<file path="config.mk">
export PLATFORM = sky130hd
export DESIGN_NAME = spectrum_bar_spring_smoother
export DESIGN_NICKNAME = d
export VERILOG_FILES = /design/src/hdl/sbss_pkg.sv /design/src/hdl/sbss_divider.sv /design/src/hdl/sbss_datapath.sv /design/src/hdl/sbss_ctrl.sv /design/src/hdl/spectrum_bar_spring_smoother.sv
export SDC_FILE = /design/constraint.sdc
export NUM_CORES = 2
export LEC_CHECK = 0
export BUFFER_PORTS_ARGS = -buffer_cell sky130_fd_sc_hd__buf_2
export CORE_ASPECT_RATIO = 2
export CORE_MARGIN = 2
export CORE_UTILIZATION = 60
export DETAILED_ROUTE_END_ITERATION = 10
export PLACE_DENSITY = 0.87
export SLEW_MARGIN = 20
export SYNTH_ARGS = -nofsm -noshare
export SYNTH_HDL_FRONTEND = slang
export SYNTH_SLANG_ARGS = --single-unit
</file>
<file path="constraint.sdc">
create_clock -name clock -period 12.9 [get_ports clock]
set_input_delay 1.935 -clock clock [delete_from_list [all_inputs] [get_ports clock]]
set_output_delay 1.935 -clock clock [all_outputs]
set_load 0.02 [all_outputs]
</file>
<file path="src/hdl/sbss_pkg.sv">
// Shared types, constants and a helper function of the spectrum bar spring smoother.
`default_nettype none

package sbss_pkg;

   localparam int BAR_COUNT        = 20;
   localparam int MAX_BINS_PER_BAR = 256;

   localparam int BIN_W   = 16;
   localparam int CFG_W   = 9;
   localparam int NUM_W   = 6;
   localparam int HGT_W   = 16;
   localparam int VEL_W   = 18;
   localparam int SUM_W   = BIN_W + $clog2(MAX_BINS_PER_BAR);
   localparam int CNT_W   = $clog2(MAX_BINS_PER_BAR + 1);
   localparam int POS_W   = $clog2(BAR_COUNT + 1);
   localparam int IDX_W   = (BAR_COUNT > 1) ? $clog2(BAR_COUNT) : 1;
   localparam int STEP_W  = $clog2(SUM_W + 1);

   localparam int CSR_ADDR_W = 3;
   localparam int CSR_DATA_W = 32;

   // Register index taken from the word address bit of the configuration port.
   localparam logic REG_BINS_PER_BAR = 1'b0;

   // Q0.16 constants.
   localparam logic [15:0] K_SCALE    = 16'd58982;
   localparam logic [15:0] K_HMIN     = 16'd3277;
   localparam logic [15:0] K_HMAX     = 16'd31457;
   localparam logic [15:0] K_FORCE    = 16'd29491;
   localparam logic [15:0] K_DAMP     = 16'd47186;
   localparam logic [15:0] K_DEADBAND = 16'd1638;
   localparam logic [15:0] K_HALF     = 16'h8000;

   typedef enum logic [3:0] {
      ST_IDLE,
      ST_START,
      ST_DIVIDE,
      ST_TARGET,
      ST_FORCE,
      ST_VELOCITY,
      ST_DAMP,
      ST_UPDATE,
      ST_RESULT
   } state_type;

   typedef struct packed {
      logic accumulate;
      logic frame_clear;
      logic div_start;
      logic ld_scale;
      logic ld_target;
      logic ld_force;
      logic ld_velocity;
      logic ld_damp;
      logic ld_update;
      logic advance;
   } cmd_type;

   typedef struct packed {
      logic bar_open;
      logic bar_full;
      logic more_bars;
      logic div_done;
   } status_type;

   // A zero setting counts as one bin, and settings above the maximum saturate.
   function automatic logic [CNT_W-1:0] eff_bpb(input logic [CFG_W-1:0] bpb);
      logic [CNT_W-1:0] result;
      if (bpb == '0) begin
         result = CNT_W'(1);
      end else if (int'(bpb) > MAX_BINS_PER_BAR) begin
         result = CNT_W'(MAX_BINS_PER_BAR);
      end else begin
         result = CNT_W'(bpb);
      end
      return result;
   endfunction

endpackage

`default_nettype wire

</file>
<file path="src/hdl/sbss_divider.sv">
// Bit-serial restoring divider that turns a bar sum into its average.
`default_nettype none

module sbss_divider (
   input  logic                        clock,
   input  logic                        reset,
   input  logic                        start,
   input  logic [sbss_pkg::SUM_W-1:0]  dividend,
   input  logic [sbss_pkg::CNT_W-1:0]  divisor,
   output logic [sbss_pkg::SUM_W-1:0]  quotient,
   output logic                        done
);
   import sbss_pkg::*;

   logic [CNT_W-1:0]  rem_ff, rem_in;
   logic [SUM_W-1:0]  quo_ff, quo_in;
   logic [CNT_W-1:0]  div_ff, div_in;
   logic [STEP_W-1:0] step_ff, step_in;
   logic              busy_ff, busy_in;
   logic              done_ff, done_in;

   logic [CNT_W:0]    trial;
   logic [CNT_W:0]    diff;
   logic              fits;

   assign trial = {rem_ff, quo_ff[SUM_W-1]};
   assign diff  = trial - {1'b0, div_ff};
   assign fits  = trial >= {1'b0, div_ff};

   always_comb begin
      rem_in  = rem_ff;
      quo_in  = quo_ff;
      div_in  = div_ff;
      step_in = step_ff;
      busy_in = busy_ff;
      done_in = 1'b0;
      if (start) begin
         rem_in  = '0;
         quo_in  = dividend;
         div_in  = divisor;
         step_in = '0;
         busy_in = 1'b1;
      end else if (busy_ff) begin
         // Each step shifts in one dividend bit and tries one subtraction.
         rem_in  = fits ? diff[CNT_W-1:0] : trial[CNT_W-1:0];
         quo_in  = {quo_ff[SUM_W-2:0], fits};
         step_in = step_ff + STEP_W'(1);
         if (step_ff == STEP_W'(SUM_W - 1)) begin
            busy_in = 1'b0;
            done_in = 1'b1;
         end
      end
   end

   always_ff @(posedge clock) begin
      if (reset) begin
         step_ff <= '0;
         busy_ff <= 1'b0;
         done_ff <= 1'b0;
      end else begin
         step_ff <= step_in;
         busy_ff <= busy_in;
         done_ff <= done_in;
      end
      rem_ff <= rem_in;
      quo_ff <= quo_in;
      div_ff <= div_in;
   end

   assign quotient = quo_ff;
   assign done     = done_ff;

endmodule

`default_nettype wire

</file>
<file path="src/hdl/sbss_datapath.sv">
// Datapath: bin accumulation, bar state, averaging and the damped spring update.
`default_nettype none

module sbss_datapath (
   input  logic                        clock,
   input  logic                        reset,
   input  sbss_pkg::cmd_type           cmd,
   output sbss_pkg::status_type        status,
   input  logic [sbss_pkg::CNT_W-1:0]  bpb_eff,
   input  logic [sbss_pkg::BIN_W-1:0]  bin_value,
   output logic [sbss_pkg::NUM_W-1:0]  bar_number,
   output logic [sbss_pkg::HGT_W-1:0]  bar_height,
   output logic                        redraw,
   output logic                        frame_changed,
   output logic                        last_bar
);
   import sbss_pkg::*;

   localparam logic signed [20:0] VW_MAX = 21'sd131071;
   localparam logic signed [20:0] VW_MIN = -21'sd131072;

   // Bar accumulation and per-bar state.
   logic [SUM_W-1:0]              sum_ff, sum_in;
   logic [CNT_W-1:0]              count_ff, count_in;
   logic [POS_W-1:0]              pos_ff, pos_in;
   logic                          any_redraw_ff, any_redraw_in;
   logic [HGT_W-1:0]              heights_ff [BAR_COUNT];
   logic [HGT_W-1:0]              heights_in [BAR_COUNT];
   logic signed [VEL_W-1:0]       vel_ff [BAR_COUNT];
   logic signed [VEL_W-1:0]       vel_in [BAR_COUNT];

   // Spring pipeline registers.
   logic [SUM_W+15:0]             prod1_ff, prod1_in;
   logic [HGT_W-1:0]              target_ff, target_in;
   logic [31:0]                   prod2_ff, prod2_in;
   logic                          neg2_ff, neg2_in;
   logic signed [18:0]            v1_ff, v1_in;
   logic [34:0]                   prod3_ff, prod3_in;
   logic                          neg3_ff, neg3_in;

   // Result registers.
   logic [NUM_W-1:0]              number_ff, number_in;
   logic [HGT_W-1:0]              height_ff, height_in;
   logic                          redraw_ff, redraw_in;
   logic                          changed_ff, changed_in;
   logic                          last_ff, last_in;

   logic [SUM_W-1:0]              quotient;
   logic                          div_done;
   logic [IDX_W-1:0]              idx;
   logic [HGT_W-1:0]              h_cur;
   logic signed [VEL_W-1:0]       v_cur;
   logic                          is_last;

   logic [SUM_W+16:0]             t_sum;
   logic [SUM_W:0]                t_q;
   logic signed [16:0]            diff;
   logic [15:0]                   force_mag;
   logic [32:0]                   f_sum;
   logic signed [18:0]            f_s;
   logic [18:0]                   mag3;
   logic [35:0]                   p_sum;
   logic signed [20:0]            v_w;
   logic signed [VEL_W-1:0]       v_new;
   logic signed [18:0]            nh_w;
   logic [HGT_W-1:0]              nh;
   logic signed [16:0]            d_s;
   logic [16:0]                   d_mag;
   logic                          moved;

   sbss_divider u_divider (
      .clock    (clock),
      .reset    (reset),
      .start    (cmd.div_start),
      .dividend (sum_ff),
      .divisor  (bpb_eff),
      .quotient (quotient),
      .done     (div_done)
   );

   assign idx     = pos_ff[IDX_W-1:0];
   assign h_cur   = heights_ff[idx];
   assign v_cur   = vel_ff[idx];
   assign is_last = (idx == IDX_W'(BAR_COUNT - 1));

   always_comb begin
      status.bar_open  = pos_ff < POS_W'(BAR_COUNT);
      status.bar_full  = ({1'b0, count_ff} + (CNT_W+1)'(1)) >= {1'b0, bpb_eff};
      status.more_bars = ({1'b0, pos_ff} + (POS_W+1)'(1)) < (POS_W+1)'(BAR_COUNT);
      status.div_done  = div_done;
   end

   // Target: average scaled by 0.9, rounded, then clamped to the height range.
   always_comb begin
      t_sum = {1'b0, prod1_ff} + (SUM_W+17)'(K_HALF);
      t_q   = t_sum[SUM_W+16:16];
      if (t_q < (SUM_W+1)'(K_HMIN)) begin
         target_in = K_HMIN;
      end else if (t_q > (SUM_W+1)'(K_HMAX)) begin
         target_in = K_HMAX;
      end else begin
         target_in = t_q[HGT_W-1:0];
      end
   end

   // Products are taken on magnitudes so that rounding is away from zero.
   always_comb begin
      prod1_in  = (SUM_W+16)'(quotient) * (SUM_W+16)'(K_SCALE);

      diff      = $signed({1'b0, target_ff}) - $signed({1'b0, h_cur});
      force_mag = diff[16] ? 16'(-diff) : diff[15:0];
      prod2_in  = 32'(force_mag) * 32'(K_FORCE);
      neg2_in   = diff[16];

      f_sum     = {1'b0, prod2_ff} + 33'(K_HALF);
      f_s       = $signed({2'b00, f_sum[32:16]});
      v1_in     = $signed({v_cur[VEL_W-1], v_cur}) + (neg2_ff ? -f_s : f_s);

      mag3      = v1_ff[18] ? 19'(-v1_ff) : 19'(v1_ff);
      prod3_in  = 35'(mag3) * 35'(K_DAMP);
      neg3_in   = v1_ff[18];
   end

   // Final step: saturate velocity, clamp height and apply the deadband.
   always_comb begin
      p_sum = {1'b0, prod3_ff} + 36'(K_HALF);
      v_w   = neg3_ff ? -$signed({1'b0, p_sum[35:16]}) : $signed({1'b0, p_sum[35:16]});
      if (v_w > VW_MAX) begin
         v_new = VW_MAX[VEL_W-1:0];
      end else if (v_w < VW_MIN) begin
         v_new = VW_MIN[VEL_W-1:0];
      end else begin
         v_new = v_w[VEL_W-1:0];
      end
      nh_w = $signed({3'b000, h_cur}) + $signed({v_new[VEL_W-1], v_new});
      if (nh_w < $signed({3'b000, K_HMIN})) begin
         nh = K_HMIN;
      end else if (nh_w > $signed({3'b000, K_HMAX})) begin
         nh = K_HMAX;
      end else begin
         nh = nh_w[HGT_W-1:0];
      end
      d_s   = $signed({1'b0, nh}) - $signed({1'b0, h_cur});
      d_mag = d_s[16] ? 17'(-d_s) : 17'(d_s);
      moved = d_mag > 17'(K_DEADBAND);
   end

   always_comb begin
      sum_in        = sum_ff;
      count_in      = count_ff;
      pos_in        = pos_ff;
      any_redraw_in = any_redraw_ff;
      heights_in    = heights_ff;
      vel_in        = vel_ff;
      number_in     = number_ff;
      height_in     = height_ff;
      redraw_in     = redraw_ff;
      changed_in    = changed_ff;
      last_in       = last_ff;

      if (cmd.accumulate && status.bar_open) begin
         sum_in   = sum_ff + SUM_W'(bin_value);
         count_in = count_ff + CNT_W'(1);
      end

      if (cmd.ld_update) begin
         vel_in[idx] = v_new;
         if (moved) begin
            heights_in[idx] = nh;
            any_redraw_in   = 1'b1;
         end
         number_in  = NUM_W'(idx);
         height_in  = moved ? nh : h_cur;
         redraw_in  = moved;
         last_in    = is_last;
         changed_in = is_last && (any_redraw_ff || moved);
      end

      if (cmd.advance) begin
         sum_in   = '0;
         count_in = '0;
         pos_in   = pos_ff + POS_W'(1);
         if (is_last) begin
            any_redraw_in = 1'b0;
         end
      end

      // A frame end overrides everything and starts the next frame.
      if (cmd.frame_clear) begin
         sum_in        = '0;
         count_in      = '0;
         pos_in        = '0;
         any_redraw_in = 1'b0;
      end
   end

   always_ff @(posedge clock) begin
      if (reset) begin
         sum_ff        <= '0;
         count_ff      <= '0;
         pos_ff        <= '0;
         any_redraw_ff <= 1'b0;
         for (int i = 0; i < BAR_COUNT; i++) begin
            heights_ff[i] <= K_HMIN;
            vel_ff[i]     <= '0;
         end
      end else begin
         sum_ff        <= sum_in;
         count_ff      <= count_in;
         pos_ff        <= pos_in;
         any_redraw_ff <= any_redraw_in;
         heights_ff    <= heights_in;
         vel_ff        <= vel_in;
      end
   end

   always_ff @(posedge clock) begin
      if (cmd.ld_scale) begin
         prod1_ff <= prod1_in;
      end
      if (cmd.ld_target) begin
         target_ff <= target_in;
      end
      if (cmd.ld_force) begin
         prod2_ff <= prod2_in;
         neg2_ff  <= neg2_in;
      end
      if (cmd.ld_velocity) begin
         v1_ff <= v1_in;
      end
      if (cmd.ld_damp) begin
         prod3_ff <= prod3_in;
         neg3_ff  <= neg3_in;
      end
      number_ff  <= number_in;
      height_ff  <= height_in;
      redraw_ff  <= redraw_in;
      changed_ff <= changed_in;
      last_ff    <= last_in;
   end

   assign bar_number    = number_ff;
   assign bar_height    = height_ff;
   assign redraw        = redraw_ff;
   assign frame_changed = changed_ff;
   assign last_bar      = last_ff;

endmodule

`default_nettype wire

</file>
<file path="src/hdl/sbss_ctrl.sv">
// Controller state machine that sequences accumulation, division and the spring update.
`default_nettype none

module sbss_ctrl (
   input  logic                  clock,
   input  logic                  reset,
   input  logic                  req_valid,
   input  logic                  req_frame_end,
   output logic                  req_ready,
   output logic                  rsp_valid,
   input  logic                  rsp_ready,
   input  sbss_pkg::status_type  status,
   output sbss_pkg::cmd_type     cmd
);
   import sbss_pkg::*;

   state_type state_ff, state_in;
   logic      fend_ff, fend_in;
   logic      take;

   assign take = (state_ff == ST_IDLE) && req_valid;

   always_comb begin
      state_in = state_ff;
      case (state_ff)
         ST_IDLE: begin
            if (req_valid && status.bar_open && (status.bar_full || req_frame_end)) begin
               state_in = ST_START;
            end
         end
         ST_START: begin
            state_in = ST_DIVIDE;
         end
         ST_DIVIDE: begin
            if (status.div_done) begin
               state_in = ST_TARGET;
            end
         end
         ST_TARGET: begin
            state_in = ST_FORCE;
         end
         ST_FORCE: begin
            state_in = ST_VELOCITY;
         end
         ST_VELOCITY: begin
            state_in = ST_DAMP;
         end
         ST_DAMP: begin
            state_in = ST_UPDATE;
         end
         ST_UPDATE: begin
            state_in = ST_RESULT;
         end
         ST_RESULT: begin
            if (rsp_ready) begin
               // At a frame end the remaining bars finish one after another.
               if (fend_ff && status.more_bars) begin
                  state_in = ST_START;
               end else begin
                  state_in = ST_IDLE;
               end
            end
         end
         default: begin
            state_in = ST_IDLE;
         end
      endcase
   end

   always_comb begin
      cmd       = '0;
      req_ready = 1'b0;
      rsp_valid = 1'b0;
      case (state_ff)
         ST_IDLE: begin
            req_ready       = 1'b1;
            cmd.accumulate  = req_valid;
            cmd.frame_clear = req_valid && req_frame_end && !status.bar_open;
         end
         ST_START: begin
            cmd.div_start = 1'b1;
         end
         ST_DIVIDE: begin
            cmd.ld_scale = status.div_done;
         end
         ST_TARGET: begin
            cmd.ld_target = 1'b1;
         end
         ST_FORCE: begin
            cmd.ld_force = 1'b1;
         end
         ST_VELOCITY: begin
            cmd.ld_velocity = 1'b1;
         end
         ST_DAMP: begin
            cmd.ld_damp = 1'b1;
         end
         ST_UPDATE: begin
            cmd.ld_update = 1'b1;
         end
         ST_RESULT: begin
            rsp_valid       = 1'b1;
            cmd.advance     = rsp_ready;
            cmd.frame_clear = rsp_ready && fend_ff && !status.more_bars;
         end
         default: begin
            cmd = '0;
         end
      endcase
   end

   assign fend_in = take ? req_frame_end : fend_ff;

   always_ff @(posedge clock) begin
      if (reset) begin
         state_ff <= ST_IDLE;
         fend_ff  <= 1'b0;
      end else begin
         state_ff <= state_in;
         fend_ff  <= fend_in;
      end
   end

endmodule

`default_nettype wire

</file>
<file path="src/hdl/spectrum_bar_spring_smoother.sv">
// Top level of the spectrum bar spring smoother: register port, controller and datapath.
//
//   channel  direction  transaction
//   req      in         one spectrum bin with its frame end mark
//   rsp      out        one updated bar: number, height, redraw and frame flags
//   csr      in/out     APB-style access to bins_per_bar at byte address 0
//
// A bin that finishes no bar leaves the block idle for the next bin. A bin that finishes a bar
// closes the input while the block loads the bit-serial divider, waits while it produces one
// quotient bit per cycle and flags completion, runs five spring stages and offers the result.
// At a frame end each remaining bar runs the same sequence before the next bin is taken.
// A stalled rsp holds the block; reset needs no clearing pass.
`default_nettype none

module spectrum_bar_spring_smoother (
   input  logic                             clock,
   input  logic                             reset,
   input  logic                             req_valid,
   output logic                             req_ready,
   input  logic [sbss_pkg::BIN_W-1:0]       req_bin_value,
   input  logic                             req_frame_end,
   output logic                             rsp_valid,
   input  logic                             rsp_ready,
   output logic [sbss_pkg::NUM_W-1:0]       rsp_bar_number,
   output logic [sbss_pkg::HGT_W-1:0]       rsp_bar_height,
   output logic                             rsp_redraw,
   output logic                             rsp_frame_changed,
   output logic                             rsp_last_bar,
   input  logic                             csr_psel,
   input  logic                             csr_penable,
   input  logic                             csr_pwrite,
   input  logic [sbss_pkg::CSR_ADDR_W-1:0]  csr_paddr,
   input  logic [sbss_pkg::CSR_DATA_W-1:0]  csr_pwdata,
   output logic [sbss_pkg::CSR_DATA_W-1:0]  csr_prdata,
   output logic                             csr_pready
);
   import sbss_pkg::*;

   logic [CFG_W-1:0] bpb_ff, bpb_in;
   logic             reg_hit;
   cmd_type          cmd;
   status_type       status;

   assign reg_hit    = csr_paddr[CSR_ADDR_W-1] == REG_BINS_PER_BAR;
   assign csr_pready = 1'b1;
   assign csr_prdata = reg_hit ? CSR_DATA_W'(bpb_ff) : '0;

   always_comb begin
      bpb_in = bpb_ff;
      if (csr_psel && csr_penable && csr_pwrite && reg_hit) begin
         bpb_in = csr_pwdata[CFG_W-1:0];
      end
   end

   always_ff @(posedge clock) begin
      if (reset) begin
         bpb_ff <= CFG_W'(1);
      end else begin
         bpb_ff <= bpb_in;
      end
   end

   sbss_ctrl u_ctrl (
      .clock         (clock),
      .reset         (reset),
      .req_valid     (req_valid),
      .req_frame_end (req_frame_end),
      .req_ready     (req_ready),
      .rsp_valid     (rsp_valid),
      .rsp_ready     (rsp_ready),
      .status        (status),
      .cmd           (cmd)
   );

   sbss_datapath u_datapath (
      .clock         (clock),
      .reset         (reset),
      .cmd           (cmd),
      .status        (status),
      .bpb_eff       (eff_bpb(bpb_ff)),
      .bin_value     (req_bin_value),
      .bar_number    (rsp_bar_number),
      .bar_height    (rsp_bar_height),
      .redraw        (rsp_redraw),
      .frame_changed (rsp_frame_changed),
      .last_bar      (rsp_last_bar)
   );

   // The block never takes a bin while a result is on offer.
   assert property (@(posedge clock) disable iff (reset) !(req_ready && rsp_valid))
      else $error("bin taken while a bar result is pending");

   assert property (@(posedge clock) disable iff (reset)
      rsp_valid |-> (rsp_bar_height >= K_HMIN) && (rsp_bar_height <= K_HMAX))
      else $error("bar height outside the clamp range");

   assert property (@(posedge clock) disable iff (reset)
      rsp_valid && rsp_frame_changed |-> rsp_last_bar)
      else $error("frame change flag on a bar other than the last");

   assert property (@(posedge clock) disable iff (reset)
      rsp_valid && rsp_last_bar |-> rsp_bar_number == NUM_W'(BAR_COUNT - 1))
      else $error("last bar flag on the wrong bar number");

   // After the last bar is taken, the next bar result needs a new frame.
   assert property (@(posedge clock) disable iff (reset)
      rsp_valid && rsp_ready && rsp_last_bar |=> !rsp_valid)
      else $error("result offered straight after the last bar");

endmodule

`default_nettype wire
</file>
# Word-level counts from Yosys, hierarchy flattened
# Index checks and enable logic that the tools add are counted.
[totals] inputBits=59 reg_bits=947 out_inout_bits=60 wordCells=200
[classes] n_bitwise=3 multipliers=3 mux=54 addsub=19 eq_ne=13 n_reduce_logical=28 magnitude_cmp=14
[ops] op="360-bit bitwise mux" n=1
[ops] op="320-bit bitwise mux" n=1
[ops] op="16-bit two-way mux" n=7
[ops] op="18-bit binary-select mux with 5-bit select" n=1
[ops] op="18-bit demux with 5-bit select" n=1
[ops] op="18-bit two-way mux" n=5
[ops] op="16-bit binary-select mux with 5-bit select" n=1
[ops] op="16-bit demux with 5-bit select" n=1
[ops] op="24-bit two-way mux" n=2
[ops] op="40-bit by 16-bit adder with 41-bit output, second input constant" n=1
[ops] op="24-bit by 15-bit multiplier with 39-bit output, second input constant" n=1
[ops] op="19-bit two-way mux" n=2
[ops] op="35-bit by 16-bit adder with 36-bit output, second input constant" n=1
[ops] op="9-bit two-way mux" n=4
[ops] op="4-bit one-hot mux with 9 select lines" n=1
[ops] op="19-bit by 15-bit multiplier with 34-bit output, second input constant" n=1
[ops] op="16-bit by 16-bit subtractor with 17-bit output" n=2
[ops] op="31-bit by 16-bit adder with 32-bit output, second input constant" n=1
[ops] op="16-bit by 15-bit multiplier with 31-bit output, second input constant" n=1
[ops] op="25-bit by 15-bit greater-than comparator with 1-bit output, second input constant" n=1
[ops] op="25-bit by 12-bit < comparator with 1-bit output, second input constant" n=1
[ops] op="24-bit by 16-bit adder with 24-bit output" n=1
[ops] op="21-bit by 18-bit greater-than comparator with 1-bit output, second input constant" n=1
[ops] op="21-bit by 18-bit < comparator with 1-bit output, second input constant" n=1
[ops] op="46 further kinds" n=94

# Longest topological paths before layout
[depth] ltp_word=18 ltp_mapped=48 mapped_depth_nobuf=41

# Modules after synthesis
# A second synthesis with hierarchy kept.
[unflattened] hier_cells=6177 hier_area_um2=60195.2
[by_module_without_submodules] module="sbss_datapath" seq_area_each_um2=18057.3 area_each_um2=56655.6 n_inst=1 cells_per_inst=5849
[by_module_without_submodules] module="sbss_divider" seq_area_each_um2=1311.3 area_each_um2=2428.6 n_inst=1 cells_per_inst=197
[by_module_without_submodules] module="spectrum_bar_spring_smoother" seq_area_each_um2=180.2 area_each_um2=742.0 n_inst=1 cells_per_inst=87
[by_module_without_submodules] module="sbss_ctrl" seq_area_each_um2=100.1 area_each_um2=369.1 n_inst=1 cells_per_inst=44

# Worst setup path after synthesis
# OpenSTA, ideal clock, no wires.
[synth_timing] path_type="register to register" from="reg u_datapath.pos_ff[0], in the netlist u_datapath.idx[0]" to="reg u_datapath.prod2_ff[30] (data pin)" setup_ps=262 slack_ps=2096 synth_period_minus_slack_ps=10804 path_stages_with_launch=42 t_required_ps=12638 path_buffers=3 arrival_ps=10542 path_cell_list="dfxtp_1 > clkbuf_1 > buf_1 > mux4_2 > mux2i_1 > o21ai_0 > ha_1 > inv_1 > fa_1 > a21o_1 > a21oi_1 > o21ai_0 > a31o_2 > a41oi_1 > a21oi_1 > a31oi_1 > o21bai_1 > a21oi_1 > (+6 left out) > fa_1 > inv_1 > fa_1 > inv_1 > fa_1 > ha_1 > ha_1 > a21o_1 > a21o_1 > a21o_1 > a21o_1 > a21o_1 > a22oi_1 > a211oi_1 > o21a_1 > o21a_1 > o31ai_1 > xnor2_1"
[synth_between] word_cells_on_any_way=8 classes_between="2 x add/sub; 1 x mul; 4 x mux; 1 x bitwise"
[synth_lines] item="start, declared" line="sbss_datapath.sv:25" text="logic [POS_W-1:0] pos_ff, pos_in;"
[synth_lines] item="start signal, assigned" line="sbss_datapath.sv:210" text="pos_ff <= pos_in;"
[synth_lines] item="5-bit inverter with 6-bit output (not written as such)" line="sbss_datapath.sv:82" text="assign h_cur = heights_ff[idx];"
[synth_lines] item="16-bit binary-select mux with 5-bit select" line="sbss_datapath.sv:82"
[synth_lines] item="16-bit two-way mux (not written as such) (2 in a row)" line="sbss_datapath.sv:82"
[synth_lines] item="16-bit by 16-bit subtractor with 17-bit output" line="sbss_datapath.sv:110" text="diff = $signed({1'b0, target_ff}) - $signed({1'b0, h_cur});"
[synth_lines] item="net u_datapath.diff[16]" line="sbss_datapath.sv:57" text="logic signed [16:0] diff;"
[synth_lines] item="16-bit two-way mux" line="sbss_datapath.sv:111" text="force_mag = diff[16] ? 16'(-diff) : diff[15:0];"
[synth_lines] item="16-bit by 15-bit multiplier with 31-bit output" line="sbss_datapath.sv:112" text="prod2_in = 32'(force_mag) * 32'(K_FORCE);"
[synth_lines] item="net u_datapath.prod2_in[30]" line="sbss_datapath.sv:35" text="logic [31:0] prod2_ff, prod2_in;"
[synth_lines] item="end signal, assigned" line="sbss_datapath.sv:225" text="prod2_ff <= prod2_in;"
[synth_lines] item="end, declared" line="sbss_datapath.sv:35"
# The timed path passes the listed nets, and every way through them passes these cells. The select of a mux whose other input is x is not followed.
# A chain may end at the register's enable or synchronous reset.

# Worst setup path in the final report
[layout_timing] from="reg u_datapath.prod3_ff[16]" to="reg u_datapath.heights_ff[38] (netlist bit)"
[layout_between] elab_chain_cells=15 word_cells_on_any_way=18 classes_between="5 x add/sub; 5 x order compare; 7 x mux; 1 x reduce/logical"
[layout_lines] item="start, declared" line="sbss_datapath.sv:38" text="logic [34:0] prod3_ff, prod3_in;"
[layout_lines] item="start signal, assigned" line="sbss_datapath.sv:232" text="prod3_ff <= prod3_in;"
[layout_lines] item="35-bit by 16-bit adder with 36-bit output *" line="sbss_datapath.sv:126" text="p_sum = {1'b0, prod3_ff} + 36'(K_HALF);"
[layout_lines] item="20-bit negation with 21-bit output" line="sbss_datapath.sv:127" text="v_w = neg3_ff ? -$signed({1'b0, p_sum[35:16]}) : $signed({1'b0, p_sum[35:16]});"
[layout_lines] item="21-bit two-way mux *" line="sbss_datapath.sv:127"
[layout_lines] item="21-bit by 18-bit < comparator with 1-bit output" line="sbss_datapath.sv:130" text="end else if (v_w < VW_MIN) begin"
[layout_lines] item="18-bit two-way mux" line="sbss_datapath.sv:130"
[layout_lines] item="18-bit two-way mux *" line="sbss_datapath.sv:128" text="if (v_w > VW_MAX) begin"
[layout_lines] item="net u_datapath.v_new[6]" line="sbss_datapath.sv:64" text="logic signed [VEL_W-1:0] v_new;"
[layout_lines] item="17-bit by 18-bit adder with 19-bit output *" line="sbss_datapath.sv:135" text="nh_w = $signed({3'b000, h_cur}) + $signed({v_new[VEL_W-1], v_new});"
[layout_lines] item="19-bit by 16-bit greater-than comparator with 1-bit output" line="sbss_datapath.sv:138" text="end else if (nh_w > $signed({3'b000, K_HMAX})) begin"
[layout_lines] item="16-bit two-way mux" line="sbss_datapath.sv:138"
[layout_lines] item="16-bit two-way mux *" line="sbss_datapath.sv:136" text="if (nh_w < $signed({3'b000, K_HMIN})) begin"
[layout_lines] item="net u_datapath.nh[1]" line="sbss_datapath.sv:66" text="logic [HGT_W-1:0] nh;"
[layout_lines] item="16-bit by 16-bit subtractor with 17-bit output *" line="sbss_datapath.sv:143" text="d_s = $signed({1'b0, nh}) - $signed({1'b0, h_cur});"
[layout_lines] item="17-bit negation" line="sbss_datapath.sv:144" text="d_mag = d_s[16] ? 17'(-d_s) : 17'(d_s);"
[layout_lines] item="17-bit two-way mux *" line="sbss_datapath.sv:144"
[layout_lines] item="17-bit by 11-bit greater-than comparator with 1-bit output *" line="sbss_datapath.sv:145" text="moved = d_mag > 17'(K_DEADBAND);"
[layout_lines] item="2-bit AND reduction (no line) *"
[layout_lines] item="end signal, assigned" line="sbss_datapath.sv:212" text="heights_ff <= heights_in;"
[layout_lines] item="end, declared" line="sbss_datapath.sv:27" text="logic [HGT_W-1:0] heights_ff [BAR_COUNT];"
# Mark *: on every way through the listed nets, which the timed path passes. The rest lies on a longest branch.

==> qor_table.md <==
| Metric | This run | Unit |
| --- | --- | --- |
| Share of total power in the clock network | 12.6 | % |
| F_max | 81.7 | MHz |
| Sequential element share of the synthesized area | 33.4 | % |
| Setup slack of the most critical reg-to-reg path | 660 | ps |
| Slew at the pin closest to its max-slew limit | 1220 | ps |
| Cell area reported after detailed placement | 0.0603 | mm^2 |
| Synth Register Bits | 904 | - |
| Hold buffer count at cts | 0 | - |
| Internal cell power | 11.5 | mW |
| Overall routed net length | 177 | mm |
| Leakage power of the design | 24.5 | nW |
| Fin worst setup slack | 656 | ps |
| Terminus of the critical flop-to-flop path | u_datapath.heights_ff[38] | - |
| Startpoint of the most critical register-to-register path | u_datapath.prod3_ff[16] | - |
| Synth Flop Type | sky130_fd_sc_hd__dfxtp_1 | - |
| Launching element type of the critical path | flop | - |
| Unrepaired setup endpoints after global routing | no | - |
| Overall die area | 0.101 | mm^2 |
| Switching Power | 9.33 | mW |
| Final Net Count | 6951 | - |
| Cell total after placement | 7232 | - |
| Crit path capture type | flop | - |
| Count of vias placed by the detailed router | 48334 | - |
| Most common cell on crit path | sky130_fd_sc_hd__buf_4 | - |
| Row count | 162 | - |
| Unique cell type count in the Yosys netlist | 95 | - |
| Highest-delay cell along the critical path | sky130_fd_sc_hd__or4_1 | - |
| Post-layout min period | 12240 | ps |
| Post-Syn Area | 0.0589 | mm^2 |
| ANT nets after route | 0 | - |
| Worst Path Class, Setup | reg2reg | - |
| Level count of the clock H-tree | 3 | - |
| Number of buffers on the longest clock path | 3 | - |
| Relative slew slack | 18.7 | % |
| Hold worst-path end | u_datapath.heights_ff[264] | - |
| Number of stages on the worst hold path | 2 | - |
| Combinational share of power | 68.5 | % |
| Worst reg-to-reg path cell count | 41 | - |
| Number of flops mapped to enable cells by yosys | 155 | - |
| Clock-pin slew on the worst setup and hold paths | 70 | ps |
| Maximum vdd ir drop | 980 | uV |
| Number of clock sinks seen by CTS | 904 | - |
| Number of buffers inserted by port buffering | 68 | - |
| Sum of overflow across all layers after global routing | 0 | - |
| Hold Crit Start | u_datapath.heights_ff[264] | - |
| Initial standard-cell utilization of the core | 60.5 | % |
| Root Buffer | sky130_fd_sc_hd__clkbuf_16 | - |
| Most common cell after layout, fill and taps aside | sky130_fd_sc_hd__nand2_1 | - |
| Final max-slew violation count | 0 | - |
| Highest fanout seen on the critical path | 20 | - |
| Endpoint arrival time on the critical path | 12840 | ps |
| Fraction of the cycle the final worst path needs | 94.9 | % |
| Required arrival time at the worst endpoint | 13490 | ps |
| Setup-failing EPs final | 0 | - |
| Overall die width | 226 | um |
| Setup Total Neg Slack | 0 | ps |
| Count of boundary I/O pins | 119 | - |
| TritonCTS clock tree | built | - |
| Sequential share of power | 18.9 | % |
| Num CTS Buffers | 79 | - |
| Net switching share of the total power | 44.8 | % |
| Wire length of the first global-routing pass | 273 | mm |
| Number of violations of the max-capacitance limit | 0 | - |
| Commonest non-fill, non-tap cells in the layout | sky130_fd_sc_hd__nand2_1, sky130_fd_sc_hd__dfxtp_1, sky130_fd_sc_hd__a21oi_1, sky130_fd_sc_hd__ha_1, sky130_fd_sc_hd__inv_1 | - |
| Filler instances | 7088 | - |
| Post-placement setup slack | 340 | ps |
| Worst Clk Skew | 36.3 | ps |
| Remaining routing DRC violations | 0 | - |
| Routed length per placed instance | 24.0 | um |
| Total power density per cell area | 329 | mW/mm^2 |
| Count of endpoints failing hold in the final timing report | 0 | - |
| Run status | finished, final reports clean | - |
| Pin count of the biggest net entering global routing | 154 | - |
| DPL Wire Length | 124 | mm |
| Path class of the lowest-slack min-delay path | reg2reg | - |
| Final non-filler cell area | 0.0632 | mm^2 |
| Growth of design area from synthesis to finish | 7.39 | % |
| Ratio of cells with drive above 1 in the final layout | 10.0 | % |
| Ys async rst share | 0 | % |
| Layout Cells excl Fill | 7386 | - |
| GRT Total Usage | 35.5 | % |
| Number of antenna violations at the first check in global routing | 7 | - |
| Count of warnings emitted by yosys | 0 | - |
| Die Y-Extent | 447 | um |
| Power Total | 20.8 | mW |
| Worst skew pair latency | 730 | ps |
| Placer's final routability congestion estimate | 0.962 | - |
| Drt initial violations | 4048 | - |
| Number of global-route vias before repair | 50309 | - |
| Standard cell core area | 0.0973 | mm^2 |
| Mean post-synth cell area | 9.53 | um^2 |
| Delay of the slowest critical-path stage | 670 | ps |
| Drt first pass iters | 8 | - |
| Cells after synthesis | 6181 | - |
| Via-per-instance ratio | 6.54 | - |
layer usage:
metal / part of all wire (%) / vias up / GRT usage [%]
met1: 30 / 23180 / 33.4
met4: 12 / 8 / 34.5
met5: 0.033 / - / 0
met3: 8.3 / 1084 / 8.35
met2: 50 / 2728 / 62.0
li1: - / 21334 / -
synthesized netlist by cell type, drive strengths merged (9+ instances only):
cell type | count | area share [%]
a211oi | 130 | 1.7
a21boi | 10 | 0.13
a21o | 78 | 0.99
a21oi | 520 | 4.4
a22oi | 12 | 0.16
a31oi | 35 | 0.39
and2 | 46 | 0.49
and3 | 28 | 0.31
buf | 110 | 1.0
clkbuf | 276 | 1.8
dfxtp | 749 | 25
edfxtp | 155 | 7.9
fa | 298 | 10
ha | 508 | 11
inv | 454 | 2.9
mux2 | 22 | 0.42
mux2i | 80 | 1.4
mux4 | 171 | 6.5
nand2 | 797 | 5.1
nand2b | 70 | 0.74
nand3 | 82 | 0.70
nand3b | 9 | 0.11
nand4 | 34 | 0.38
nor2 | 469 | 3.0
nor2b | 38 | 0.40
nor3 | 95 | 0.84
nor4 | 19 | 0.26
o211ai | 17 | 0.22
o21a | 27 | 0.34
o21ai | 133 | 1.1
o22a | 62 | 0.92
o22ai | 105 | 1.1
o2bb2ai | 64 | 0.95
o31ai | 23 | 0.29
or2 | 15 | 0.16
or3 | 32 | 0.34
or4 | 16 | 0.22
xnor2 | 164 | 2.4
xor2 | 113 | 1.7
worst max-delay path by stage:
stage / startpoint / end / cells after the start
after floorplan: u_datapath.idx[0] / u_datapath.prod2_ff[30] / 41
after global placement: u_datapath.prod3_ff[16] / u_datapath.heights_ff[203] / 39
after detailed placement: u_datapath.prod3_ff[15] / u_datapath.heights_ff[235] / 39
after CTS: u_datapath.prod3_ff[16] / u_datapath.heights_ff[59] / 39
after global routing: u_datapath.prod3_ff[15] / u_datapath.heights_ff[38] / 41
final: u_datapath.prod3_ff[16] / u_datapath.heights_ff[38] / 41
worst max-delay path, delay by kind of cell, from the launching register on:
kind / cells / cell delay [ps]
AO/OA/AOI/OAI: 16 / 4500
AND/OR/NAND/NOR: 15 / 4260
buffers and inverters: 6 / 1400
adder cells (fa/ha/maj): 3 / 1220
flip-flops: 1 / 450
XOR/XNOR: 1 / 260
power groups by stage:
stage	logic (mW)	clock network [mW]	registers [mW]
2_1_floorplan	10.6	0	3.93
4_1_cts	14.1	2.62	3.92
6_report	14.2	2.63	3.93
5_1_grt	15.8	2.73	3.93
3_3_place_gp	13.1	0	3.98
3_5_place_dp	13.9	0	3.98
logic make-up (layout without fill, tap and decap cells):
family                   count (synthesis)  count (layout)  share of synthesized area (%)
multiplexers                           273             273                           8.32
other                                    2              30                         0.0128
AND/OR/NAND/NOR                       1772            1772                           13.4
AO/OA/AOI/OAI                         1305            1305                           14.2
adder cells (fa/ha/maj)                806             806                           20.9
XOR/XNOR                               277             277                           4.12
buffers and inverters                  842             789                           5.71
flip-flops                             904             904                           33.4
flip-flops by register name, summed over array words and instances, names as in the netlist, 16 cells and up:
name / count
u_datapath.bar_height: 16
u_datapath.heights_ff: 320
u_datapath.prod1_ff: 25
u_datapath.prod2_ff: 16
u_datapath.prod3_ff: 20
u_datapath.sum_ff: 24
u_datapath.target_ff: 16
u_datapath.u_divider.quotient: 24
u_datapath.v1_ff: 19
u_datapath.vel_ff: 360
per-stage QoR:
stage / util (%) / hold slack, ps
after floorplan: - / 406
after global placement: 61.9 / 432
after detailed placement: 61.9 / 440
after CTS: 64.9 / 451
after global routing: 65.0 / 463
final: 65.0 / 453
layout make-up:
class	instances	area, um^2	area share, %
inverters	456	1710	2.71
diodes	3	7.51	0.0119
repair buffers	185	1280	2.02
clock buffers	112	2330	3.68
flip-flops and latches	904	19700	31.1
well taps	1230	1540	2.43
clock inverters	36	519	0.821
multi-input cells	4460	36200	57.2
timing repair:
item                       CTS  global route
setup buffers                0             3
resized for setup            0            13
setup endpoints to repair    0           308
Power figures use the tool's default switching activity.
